==> config.mk <==
export PLATFORM = sky130hd
export DESIGN_NAME = ious_cell
export DESIGN_NICKNAME = d
export VERILOG_FILES = /design/src/hw/rtl/ious_pkg.sv /design/src/hw/rtl/ious_cell.sv
export SDC_FILE = /design/constraint.sdc
export NUM_CORES = 1
export LEC_CHECK = 0
export ABC_AREA = 0
export BUFFER_PORTS_ARGS = -buffer_cell sky130_fd_sc_hd__buf_2
export CAP_MARGIN = 0
export CORE_MARGIN = 3
export CORE_UTILIZATION = 33
export CTS_BUF_LIST = sky130_fd_sc_hd__clkbuf_4 sky130_fd_sc_hd__clkbuf_8
export CTS_CLUSTER_SIZE = 40
export DETAILED_ROUTE_END_ITERATION = 10
export PLACE_DENSITY = 0.66
export SYNTH_ARGS = -nofsm -noshare
export SYNTH_HDL_FRONTEND = slang
export SYNTH_SLANG_ARGS = --single-unit
==> constraint.sdc <==
create_clock -name clk -period 1.9 [get_ports clk]
set_input_delay 0.285 -clock clk [delete_from_list [all_inputs] [get_ports clk]]
set_output_delay 0.285 -clock clk [all_outputs]
set_load 0.1 [all_outputs]
==> src/hw/rtl/ious_pkg.sv <==
// Shared types and constants for the insertion-ordered unique set.
package ious_pkg;

  // Number of entries in the cell chain.
  localparam int CAPACITY = 64;
  // Bits of a stored value (at most the 32 bits of the input field).
  localparam int VAL_BITS = 32;
  // Index into the chain and occupancy count widths.
  localparam int IDX_W = $clog2(CAPACITY);
  localparam int CNT_W = $clog2(CAPACITY + 1);

  // Operation codes carried by the input beat.
  typedef enum logic [1:0] {
    KIND_PUSH   = 2'd0,
    KIND_POP    = 2'd1,
    KIND_REMOVE = 2'd2
  } kind_t;

  // Status codes carried by the result beat.
  typedef enum logic [2:0] {
    ST_OK       = 3'd0,
    ST_DUP      = 3'd1,
    ST_NOTFOUND = 3'd2,
    ST_EMPTY    = 3'd3,
    ST_FULL     = 3'd4
  } status_t;

  // Per-cell control from the sequencer.
  typedef struct packed {
    logic cmp;    // capture the key compare result
    logic shift;  // take the upper neighbor's entry
    logic load;   // take the broadcast key as a new entry
  } cell_ctl_t;

endpackage

==> src/hw/rtl/ious_cell.sv <==
// One storage cell of the chain: an entry, its valid bit and a key match flag.
module ious_cell (
  input  logic                            clk,
  input  logic                            rst,
  input  ious_pkg::cell_ctl_t             ctl,
  input  logic [ious_pkg::VAL_BITS-1:0]   key,
  input  logic [ious_pkg::VAL_BITS-1:0]   up_value,
  input  logic                            up_valid,
  output logic [ious_pkg::VAL_BITS-1:0]   value,
  output logic                            valid,
  output logic                            match
);
  import ious_pkg::*;

  // Control state: the valid bit follows shifts and loads, match is sampled on compare.
  always_ff @(posedge clk) begin
    if (rst) begin
      valid <= 1'b0;
      match <= 1'b0;
    end else begin
      if (ctl.shift) begin
        valid <= up_valid;
      end else if (ctl.load) begin
        valid <= 1'b1;
      end
      if (ctl.cmp) begin
        match <= valid && (value == key);
      end
    end
  end

  // Payload: the entry moves down the chain on a shift or takes the key on a load.
  always_ff @(posedge clk) begin
    if (ctl.shift) begin
      value <= up_value;
    end else if (ctl.load) begin
      value <= key;
    end
  end

endmodule

# Yosys cells after proc, flatten, opt, wreduce, memory -nomap -nowiden

Cells that the tools add are included.

Add/subtract/negate cells: 0
$mul: 0
Divide/modulo/power cells: 0
Magnitude comparators: 0
Eq/ne operators: 1
Shift-type cells: 0
Muxes and demuxes: 4
Bitwise operators: 0
Reductions and logical operators: 2

Operator list:

| cell                 | count |
|---|---|
| 32-bit 2-to-1 mux    | 2 |
| 32-bit equality test | 1 |
| 1-bit 2-to-1 mux     | 2 |
| 2-bit nonzero test   | 1 |
| 1-bit logical AND    | 1 |

Flip-flop bits (word level): 34
Bits in latches: 0
Bits in writable memories: 0
ROM bits: 0
Logic and storage cells: 10
Memories kept: 0

# Logic depth before layout (Yosys ltp)

Gate-level depths: netlist (run 1).

Depth in word-level cells: 2
Depth in mapped cells: 5
Gate-level depth less buffers: 5

# Worst setup path before layout (run 1)

No wires, ideal clock.

Path kind: flip-flop to flip-flop
Start point: register value[8] (netlist name)
End point: register match
Library setup time: 0.069 ns
Data arrival time: 1.699 ns
Slack: 0.132 ns
Cell stages (with the launch flop): 6
Path buffers: 0
Clock period less this slack: 1.768 ns
Path through: edfxtp_1 > xnor2_1 > nand4_1 > nor4_1 > nand4_1 > o21ai_1

Word-level cells in the longest chain between the ends: 2

RTL lines:

| item                     | RTL line        | source |
|---|---|---|
| start: declaration       | ious_cell.sv:9  | `output logic [ious_pkg::VAL_BITS-1:0] value,` |
| start signal: assignment | ious_cell.sv:35 | `value <= up_value;` |
| start signal: assignment | ious_cell.sv:37 | `value <= key;` |
| 32-bit equality test     | ious_cell.sv:27 | `match <= valid && (value == key);` |
| 1-bit logical AND        | ious_cell.sv:27 |  |
| end signal: assignment   | ious_cell.sv:27 |  |
| end: declaration         | ious_cell.sv:11 | `output logic match` |

Every way passes these cells.
A chain may end at the register's enable or synchronous reset.

# Worst setup path after layout (run 1)

Start point: register value[19] (netlist name)
End point: register match

The elaborated chain is that of the path after synthesis.

==> flow_summary.yaml, run 1 <==
sta:
  slew_headroom_pct: 48.6
  worst_pin_slew_ns: 0.770
  rsz0062_at_grt: "no"
  setup_violations: 0
  fin_crit_ns: 1.44
  skew_ns: 0.00361
  setup_tns_ns: 0
  hold_viol_final: 0
  finalMaxSlewViolations: 0
  min_period_over_period_pct: 75.9
  max_freq_mhz: 694
finish:
  nNetsFinal: 299
  final_util_pct: 47.4
  area.growth.synth_to_final_pct: 37.9
  diodes: 0
  drive_gt1_share_pct: 61.7
detailed_routing:
  vias_per_cell: 4.51
  drt_iter0_markers: 42
  num_vias: 1352
  drt-pass1-iter-count: 4
  drt_wl_total_mm: 4.14
  drc: 0
  antenna_left: 0
  wire_per_inst_um: 13.8
floorplanning:
  core_area_sq_um: 5140
  pin_count: 104
  rows: 26
  die-area_sq_um: 6270
  die_width_um: 79.2
  dieHeight_um: 79.2
  floorplan.initialDensity_pct: 34.4
pwr:
  ir_drop_uv: 625
  power_density_nw_per_um2: 979
  leakage_nw: 1.03
worst_setup_path:
  rr_worst_depth: 5
  cp_common_cell: "nand4_1"
  reg2reg_from: "value[19]"
  arrival_ns: 1.65
  crit_start: "value[19]"
  cp_slowest_stage_delay_ns: 0.41
  crit_required_ns: 2.11
  cp-endpoint: "match"
  cp_slowest_cell: "edfxtp_1"
  crit_chain: "xnor2_1 > nand4_1 > nor4_1 > nand4_1 > o21ai_1"
  cp_max_fo: 2
  cp-end-kind: "flop"
  ff2ff_setup_slack_ns: 0.46
  cp-start-kind: "flop"
  r2r_end: "match"
  crit_type: "reg -> reg"
hold_path:
  hold_class: "in -> reg"
placed_design:
  portBuffers: 103
  dp_hpwl_mm: 3.19
  gp_congestion: 0.668
clocking:
  clock-sinks: 34
  h-tree-depth: 2
  cts_tree: "built"
  clk_path_buf_depth: 2
  clk_pin_slew_worst_paths_ns: 0.07
  cts_setup_buffers: 0
  cts_buffers: 5
  cts_hold_buf: 0
  cts_root_buf: "clkbuf_8"
  clk_latency_ns: 0.28
  ctsResizeCount: 0
yosys:
  synth_compound_area_share_pct: 0.566
  synthSimpleGateAreaFrac_pct: 5.45
  synth-adder-area-share_pct: 0
  synth_top_cell_by_area: "edfxtp_1"
  ys.flop_type: "edfxtp_1"
  yosysSeqAreaShare_pct: 56.6
  ys_seq_elements: 34
  yosysUniqueCellTypes: 14
  yosysWarnings: 0
  synth_top_family_by_area: "multiplexers"
  async_flop_share_pct: 0
  ys_top_cells_by_area: "edfxtp_1, mux2_2, xnor2_1, xor2_1, dfxtp_1"
  yosysTopAreaCellShare_pct: 54.4
  syn_inst: 122
  synth_xor_area_share_pct: 15.9
  syn-num-nets: 192
  muxShareOfSynthArea_pct: 20.4
  synth_edf_count: 32
  syn_area_sq_um: 1770
  syn_area_per_cell_sq_um: 14.5
  synth_common_cells: "edfxtp_1, mux2_2, xnor2_1"
global_routing:
  grt_overflow: 0
  grt_max_degree: 35
  grt_pass1_wl_mm: 6.40
  antenna_found_initial: 0
  grt_pass1_vias: 1369
  grt_use_total_pct: 13.4
run_status:
  status: "finished, final reports clean"
run:
  maxCapViolCount: 0
## power by group
group | switching [W] | internal (W) | total, W | leakage (nW)
sequential | 0.0000494 | 0.000915 | 0.000964 | 0.342
clock | 0.000247 | 0.000244 | 0.000491 | 0.0407
combinational | 0.000716 | 0.000216 | 0.000932 | 0.643
## state kept, by name (all words and copies together) (netlist names)
| name | count |
|---|---|
| value | 32 |
| match | 1 |
| valid | 1 |
## metal layers
| metal | routed length, um | global-route usage [%] | share of wire, % | up-vias |
|---|---|---|---|---|
| li1 | - | - | - | 664 |
| met1 | 1710 | 16.0 | 41 | 619 |
| met2 | 1990 | 22.4 | 48 | 65 |
| met3 | 390 | 4.88 | 9.4 | 4 |
| met4 | 46 | 4.30 | 1.1 | 0 |
| met5 | 0 | 0 | 0 | - |
## final cells by class
class | count | area [sq um]
clock buffer | 5 | 68.8
sequential | 34 | 1000
tap | 70 | 87.6
clock inverter | 3 | 11.3
fill | 511 | 2700
multi-input combinational | 84 | 747
timing repair buffer | 104 | 523
## cell families (layout without fill, tap and decap cells)
group	count (synthesis)	after routing
AND/OR/NAND/NOR	18	18
multiplexers	32	32
buffers and inverters	4	112
XOR/XNOR	32	32
AO/OA/AOI/OAI	2	2
flip-flops	34	34
## through the flow
step           setup slack (ns)  std cells  power [W]  cell area, sq um  hold slack, ns
5_1_grt                   0.333        300    0.00249              2440           0.191
3_5_place_dp              0.442        292    0.00192              2360           0.456
3_3_place_gp              0.437        292    0.00191              2360           0.444
6_report                  0.459        300    0.00239              2440           0.196
2_1_floorplan             0.132        122    0.00172              1770           0.357
4_1_cts                   0.416        300    0.00242              2440           0.184
## how the worst min path moves through the flow
stage,startpoint,to,slack (ns),cells after the start
2_1_floorplan,rst,valid,0.36,1
3_3_place_gp,match,match,0.44,2
3_5_place_dp,match,match,0.46,2
4_1_cts,rst,valid,0.18,2
5_1_grt,rst,valid,0.19,2
6_report,rst,valid,0.20,2
## worst max-delay path: cells and delay by family, from the launching register on
| family | cells | cell delay (ns) |
|---|---|---|
| flip-flops | 1 | 0.41 |
| AO/OA/AOI/OAI | 1 | 0.14 |
| XOR/XNOR | 1 | 0.17 |
| AND/OR/NAND/NOR | 3 | 0.66 |
## layout by cell type, fill, tap and decap left out, drive strengths merged
cell type,Yosys,final
dfxtp,2,2
clkbuf,0,5
o21ai,1,1
nand2,2,2
mux2,32,32
nand4,6,6
a21oi,1,1
nor4,4,4
or2,1,1
nor2,4,4
xnor2,23,23
edfxtp,32,32
xor2,9,9
buf,4,104
nand3,1,1
clkinv,0,3
No activity file was read; power rests on OpenSTA's default activity.
==> run 2: changes to the inputs <==
Settings changed: PLACE_DENSITY 0.66 to 0.69.
Clock period 1.9 ns to 1.3 ns, I/O delays scaled along.
==> run 2 against run 1 <==
Effect of this change: the run now ends with negative setup slack left; design area rose by 22%; final cell count rose by 7.3%; clock power rose by 45%; routed wire length rose by 9.7%; clock skew rose by 0.0027 ns; highest routed layer unchanged; global-route usage up 1.6 points; critical path depth unchanged; combinational power increased by 89%; worst hold slack got worse by 0.085 ns.
==> flow_summary.yaml, run 2 (synthesis gave the netlist of run 1 again) <==
global_routing:
  grt_use_total_pct: 15.0
  top_usage_layer: "met2"
  grt_pass1_wl_mm: 7.09
  antenna_found_initial: 0
  use_met1_pct: 15.2
  grt_overflow: 0
  global_route.usage.met2_pct: 27.8
  grt_max_degree: 33
  grtUsageMet3_pct: 5.78
  grt_pass1_vias: 1505
worst_setup_path:
  crit_required_ns: 1.52
  crit_start: "value[2]"
  critPathTopFamily: "simple AND/OR/NAND/NOR gates"
  crit_type: "reg -> reg"
  reg2reg_from: "value[2]"
  worstPathBufferInverterCount: 0
  cp_max_fo: 2
  cp-end-kind: "flop"
  cp_slowest_stage_delay_ns: 0.42
  arrival_ns: 1.59
  cp_common_cell: "nand4_1"
  cp_slowest_cell: "edfxtp_1"
  cp-start-kind: "flop"
  crit_chain: "xnor2_1 > nand4_1 > nor4_2 > nand4_1 > o21ai_1"
finish:
  regArea_sq_um: 1000
  area.growth.synth_to_final_pct: 68.8
  multi_input_area_sq_um: 768
  final_cell_mix: "buf_2, mux2_2, edfxtp_1"
  layout_commonest_cell: "buf_2"
  final_util_pct: 58.1
  top_regs: "value x32, match x1, valid x1"
  nNetsFinal: 321
  drive_gt1_share_pct: 66.7
  fillers: 457
  largest_reg_flops: 32
  diodes: 0
  max_flop_register: "value"
sta:
  slew_headroom_pct: 67.4
  finalMaxSlewViolations: 0
  max_freq_mhz: 727
  setup_violations: 1
  min_period_over_period_pct: 106
  skew_ns: 0.00636
  worst_pin_slew_ns: 0.493
  fin_crit_ns: 1.37
  setup_slack_ns: -0.0749
  hold_viol_final: 0
  setup_tns_ns: -0.0749
  rsz0062_at_grt: "yes"
hold_path:
  worstHoldStart: "rst"
  hold_class: "in -> reg"
clocking:
  clk_latency_ns: 0.28
  cts_root_buf: "clkbuf_8"
  cts_buffers: 5
  clk_path_buf_depth: 2
  cts_tree: "built"
  cts_hold_buf: 0
  clk_pin_slew_worst_paths_ns: 0.07
  clock-sinks: 34
  h-tree-depth: 2
pwr:
  power_density_nw_per_um2: 1310
  ir_drop_uv: 771
  leakage_nw: 1.26
  p_sw_share_pct: 39.8
  pwr-share-clk_pct: 18.3
  power.switching_w: 0.00155
  p_comb_share_pct: 45.3
  internal_power_w: 0.00235
  p_seq_share_pct: 36.4
run:
  maxCapViolCount: 0
detailed_routing:
  drt-pass1-iter-count: 4
  drc: 0
  vias_per_cell: 4.45
  drt_wl_total_mm: 4.54
  wire_per_inst_um: 14.1
  antenna_left: 0
  drt_iter0_markers: 33
  num_vias: 1434
floorplanning:
  dieHeight_um: 79.2
  core_area_sq_um: 5140
  rows: 26
  die-area_sq_um: 6270
  floorplan.initialDensity_pct: 34.4
  pin_count: 104
  die_width_um: 79.2
placed_design:
  dp_hpwl_mm: 3.78
  portBuffers: 103
  gp_congestion: 0.705
run_status:
  violations: "negative setup slack"
  status: "complete, but fails checks"
## run 2: timing repair
action | CTS | global route
hold endpoints to repair | 0 | 0
setup buffers | 2 | 0
setup endpoints to repair | 2 | 11
pin swaps | 4 | 7
gates resized for setup | 5 | 11
## run 2: worst paths after layout
| check | slack, ns | end | cells past startpoint |
|---|---|---|---|
| setup / recovery | -0.07 | match | 5 |
| hold / removal | 0.11 | valid | 2 |
| setup reg to reg | -0.07 | match | 5 |
| hold reg to reg | 0.46 | match | 2 |
## run 2: layout make-up
class / count / share of cell area [%]
clock buffer: 5 / 2.31
timing repair buffer: 126 / 35.1
multi-input combinational: 84 / 25.7
clock inverter: 3 / 0.377
sequential: 34 / 33.6
tap: 70 / 2.94
## run 2: power by group through the flow
stage               clock, W  combinational [W]  sequential (W)
finish              0.000714            0.00176         0.00142
global route        0.000815            0.00183         0.00144
CTS                 0.000740            0.00178         0.00142
detailed placement         0            0.00175         0.00144
global placement           0            0.00174         0.00143
floorplan                  0           0.000252         0.00227
## run 2: per-stage QoR
stage	total power [W]	instances	setup WS (ns)	cell area [sq um]	hold slack [ns]
after CTS	0.00394	324	-0.0836	2970	0.0984
final	0.00390	322	-0.0749	2980	0.111
after floorplan	0.00252	122	-0.460	1770	0.260
after detailed placement	0.00320	314	-0.160	2860	0.386
after global placement	0.00317	314	-0.177	2860	0.382
after global routing	0.00409	322	-0.195	2980	0.102
## run 2: per-layer routing
| layer | part of all wire [%] | vias to the layer above |
|---|---|---|
| met2 | 54 | 60 |
| met3 | 10 | 5 |
| met1 | 35 | 654 |
| li1 | - | 715 |
| met5 | 0 | - |
| met4 | 1.2 | 0 |
==> run 3: changes to the inputs <==
Settings changed: CORE_UTILIZATION 33 to 25, PLACE_DENSITY 0.69 to 0.56.
==> run 3 against run 2 <==
Effect of this change: the run still ends with negative setup slack left; maximum frequency decreased by 2.8%; clock skew is 0.0016 ns higher; setup slack got worse by 0.040 ns; clock-buffer cell count stayed put; flip-flop and latch count unchanged; final cell count is 7.8% higher; critical path depth unchanged; die area increased by 29%; via count decreased by 0.21%; largest cell class is now registers.
==> flow_summary.yaml, run 3 (synthesis gave the netlist of run 1 again) <==
run_status:
  status: "complete, but fails checks"
  violations: "negative setup slack"
clocking:
  clk_pin_slew_worst_paths_ns: 0.08
  clk_path_buf_depth: 2
  h-tree-depth: 2
  cts_hold_buf: 0
  cts_root_buf: "clkbuf_8"
  clk_latency_ns: 0.28
  clock-sinks: 34
  cts_buffers: 5
  cts_tree: "built"
finish:
  top_regs: "value x32, match x1, valid x1"
  largest_reg_flops: 32
  drive_gt1_share_pct: 66.5
  max_flop_register: "value"
  fillers: 694
  diodes: 0
  area.growth.synth_to_final_pct: 65.9
  multi_input_area_sq_um: 756
  layout_commonest_cell: "buf_2"
  final_cell_mix: "buf_2, mux2_2, edfxtp_1"
  regArea_sq_um: 1000
  nNetsFinal: 320
worst_setup_path:
  crit_start: "value[28]"
  cp_max_fo: 2
  cp_slowest_cell: "edfxtp_1"
  crit_required_ns: 1.51
  arrival_ns: 1.62
  critPathTopFamily: "simple AND/OR/NAND/NOR gates"
  crit_type: "reg -> reg"
  cp-end-kind: "flop"
  cp_common_cell: "nand4_1"
  cp-start-kind: "flop"
  cp_slowest_stage_delay_ns: 0.41
  worstPathBufferInverterCount: 0
  reg2reg_from: "value[28]"
  crit_chain: "xnor2_1 > nand4_1 > nor4_2 > nand4_1 > o21ai_1"
placed_design:
  gp_congestion: 0.769
  portBuffers: 103
  pre_cts_ws_ns: -0.273
  dp_hpwl_mm: 3.80
detailed_routing:
  vias_per_cell: 4.12
  wire_per_inst_um: 13.3
  drt_iter0_markers: 19
  drt-pass1-iter-count: 3
  antenna_left: 0
  drc: 0
  num_vias: 1431
  drt_wl_total_mm: 4.60
global_routing:
  antenna_found_initial: 0
  grt_max_degree: 33
  grt_pass1_wl_mm: 7.34
  grt_overflow: 0
  grt_pass1_vias: 1534
  grt_use_total_pct: 11.6
pwr:
  power_density_nw_per_um2: 1320
  leakage_nw: 1.23
  ir_drop_uv: 762
sta:
  fin_crit_ns: 1.41
  setup_slack_ns: -0.115
  timing.hold.ws_ns: 0.102
  skew_ns: 0.00795
  slew_headroom_pct: 66.9
  max_freq_mhz: 707
  hold_viol_final: 0
  worst_pin_slew_ns: 0.500
  finalMaxSlewViolations: 0
  min_period_over_period_pct: 109
  rsz0062_at_grt: "yes"
  setup_violations: 2
floorplanning:
  dieHeight_um: 90.1
  rows: 30
  pin_count: 104
  core_area_sq_um: 6830
  die_width_um: 90.1
  die-area_sq_um: 8120
  floorplan.initialDensity_pct: 25.9
hold_path:
  worstHoldStart: "rst"
  hold_class: "in -> reg"
run:
  maxCapViolCount: 0
==> run 3: cell types whose count changed in the layout (fill, tap and decap cells not counted), sizes merged <==
cell,previous run,this run
buf,118,117
clkinv,3,2
clkinvlp,0,1
==> run 3: metal layers <==
layer / track usage [%] / wire (um) / vias up
li1: - / - / 707
met1: 12.1 / 1770 / 649
met2: 19.2 / 2180 / 71
met3: 7.03 / 603 / 4
met4: 3.83 / 43 / 0
met5: 0 / 0 / -
==> run 3: final timing paths <==
check                              to  slack, ns  depth (start not counted)
worst min register to register  match       0.47                          2
worst min-delay path            valid       0.10                          2
worst max-delay path            match      -0.11                          5
worst max register to register  match      -0.11                          5
==> run 3: worst reg2reg max path: stages (launching register included) <==
cell and delay, ns:
edfxtp_1 0.41, xnor2_1 0.18, nand4_1 0.15, nor4_2 0.35, nand4_1 0.12, o21ai_1 0.14
==> run 3: cell type report <==
| cell class | instances | area share [%] |
|---|---|---|
| multi-input cells | 84 | 25.8 |
| repair buffers | 125 | 33.1 |
| well taps | 96 | 4.10 |
| clock inverters | 3 | 0.555 |
| flip-flops and latches | 34 | 34.2 |
| clock buffers | 5 | 2.35 |
==> run 3: power by group <==
| group | internal, W | switching, W |
|---|---|---|
| logic | 0.000603 | 0.00110 |
| clock network | 0.000367 | 0.000396 |
| registers | 0.00134 | 0.0000757 |
| total | 0.00231 | 0.00157 |
==> run 3: through the flow <==
step / instance area, sq um / cells / TNS (ns) / utilization (%) / power (W)
after CTS: 2900 / 346 / -0.163 / 42.5 / 0.00391
after global routing: 2930 / 347 / -0.280 / 42.9 / 0.00404
after global placement: 2800 / 338 / -0.220 / 41.0 / 0.00311
final: 2930 / 347 / -0.116 / 42.9 / 0.00388
after floorplan: 1770 / 122 / -0.460 / - / 0.00252
after detailed placement: 2800 / 338 / -0.273 / 41.0 / 0.00312
==> run 3: repair_timing <==
action / in CTS / in global routing
setup endpoints to repair: 5 / 9
resized for setup: 5 / 9
setup buffers: 0 / 1
pin swaps: 2 / 5
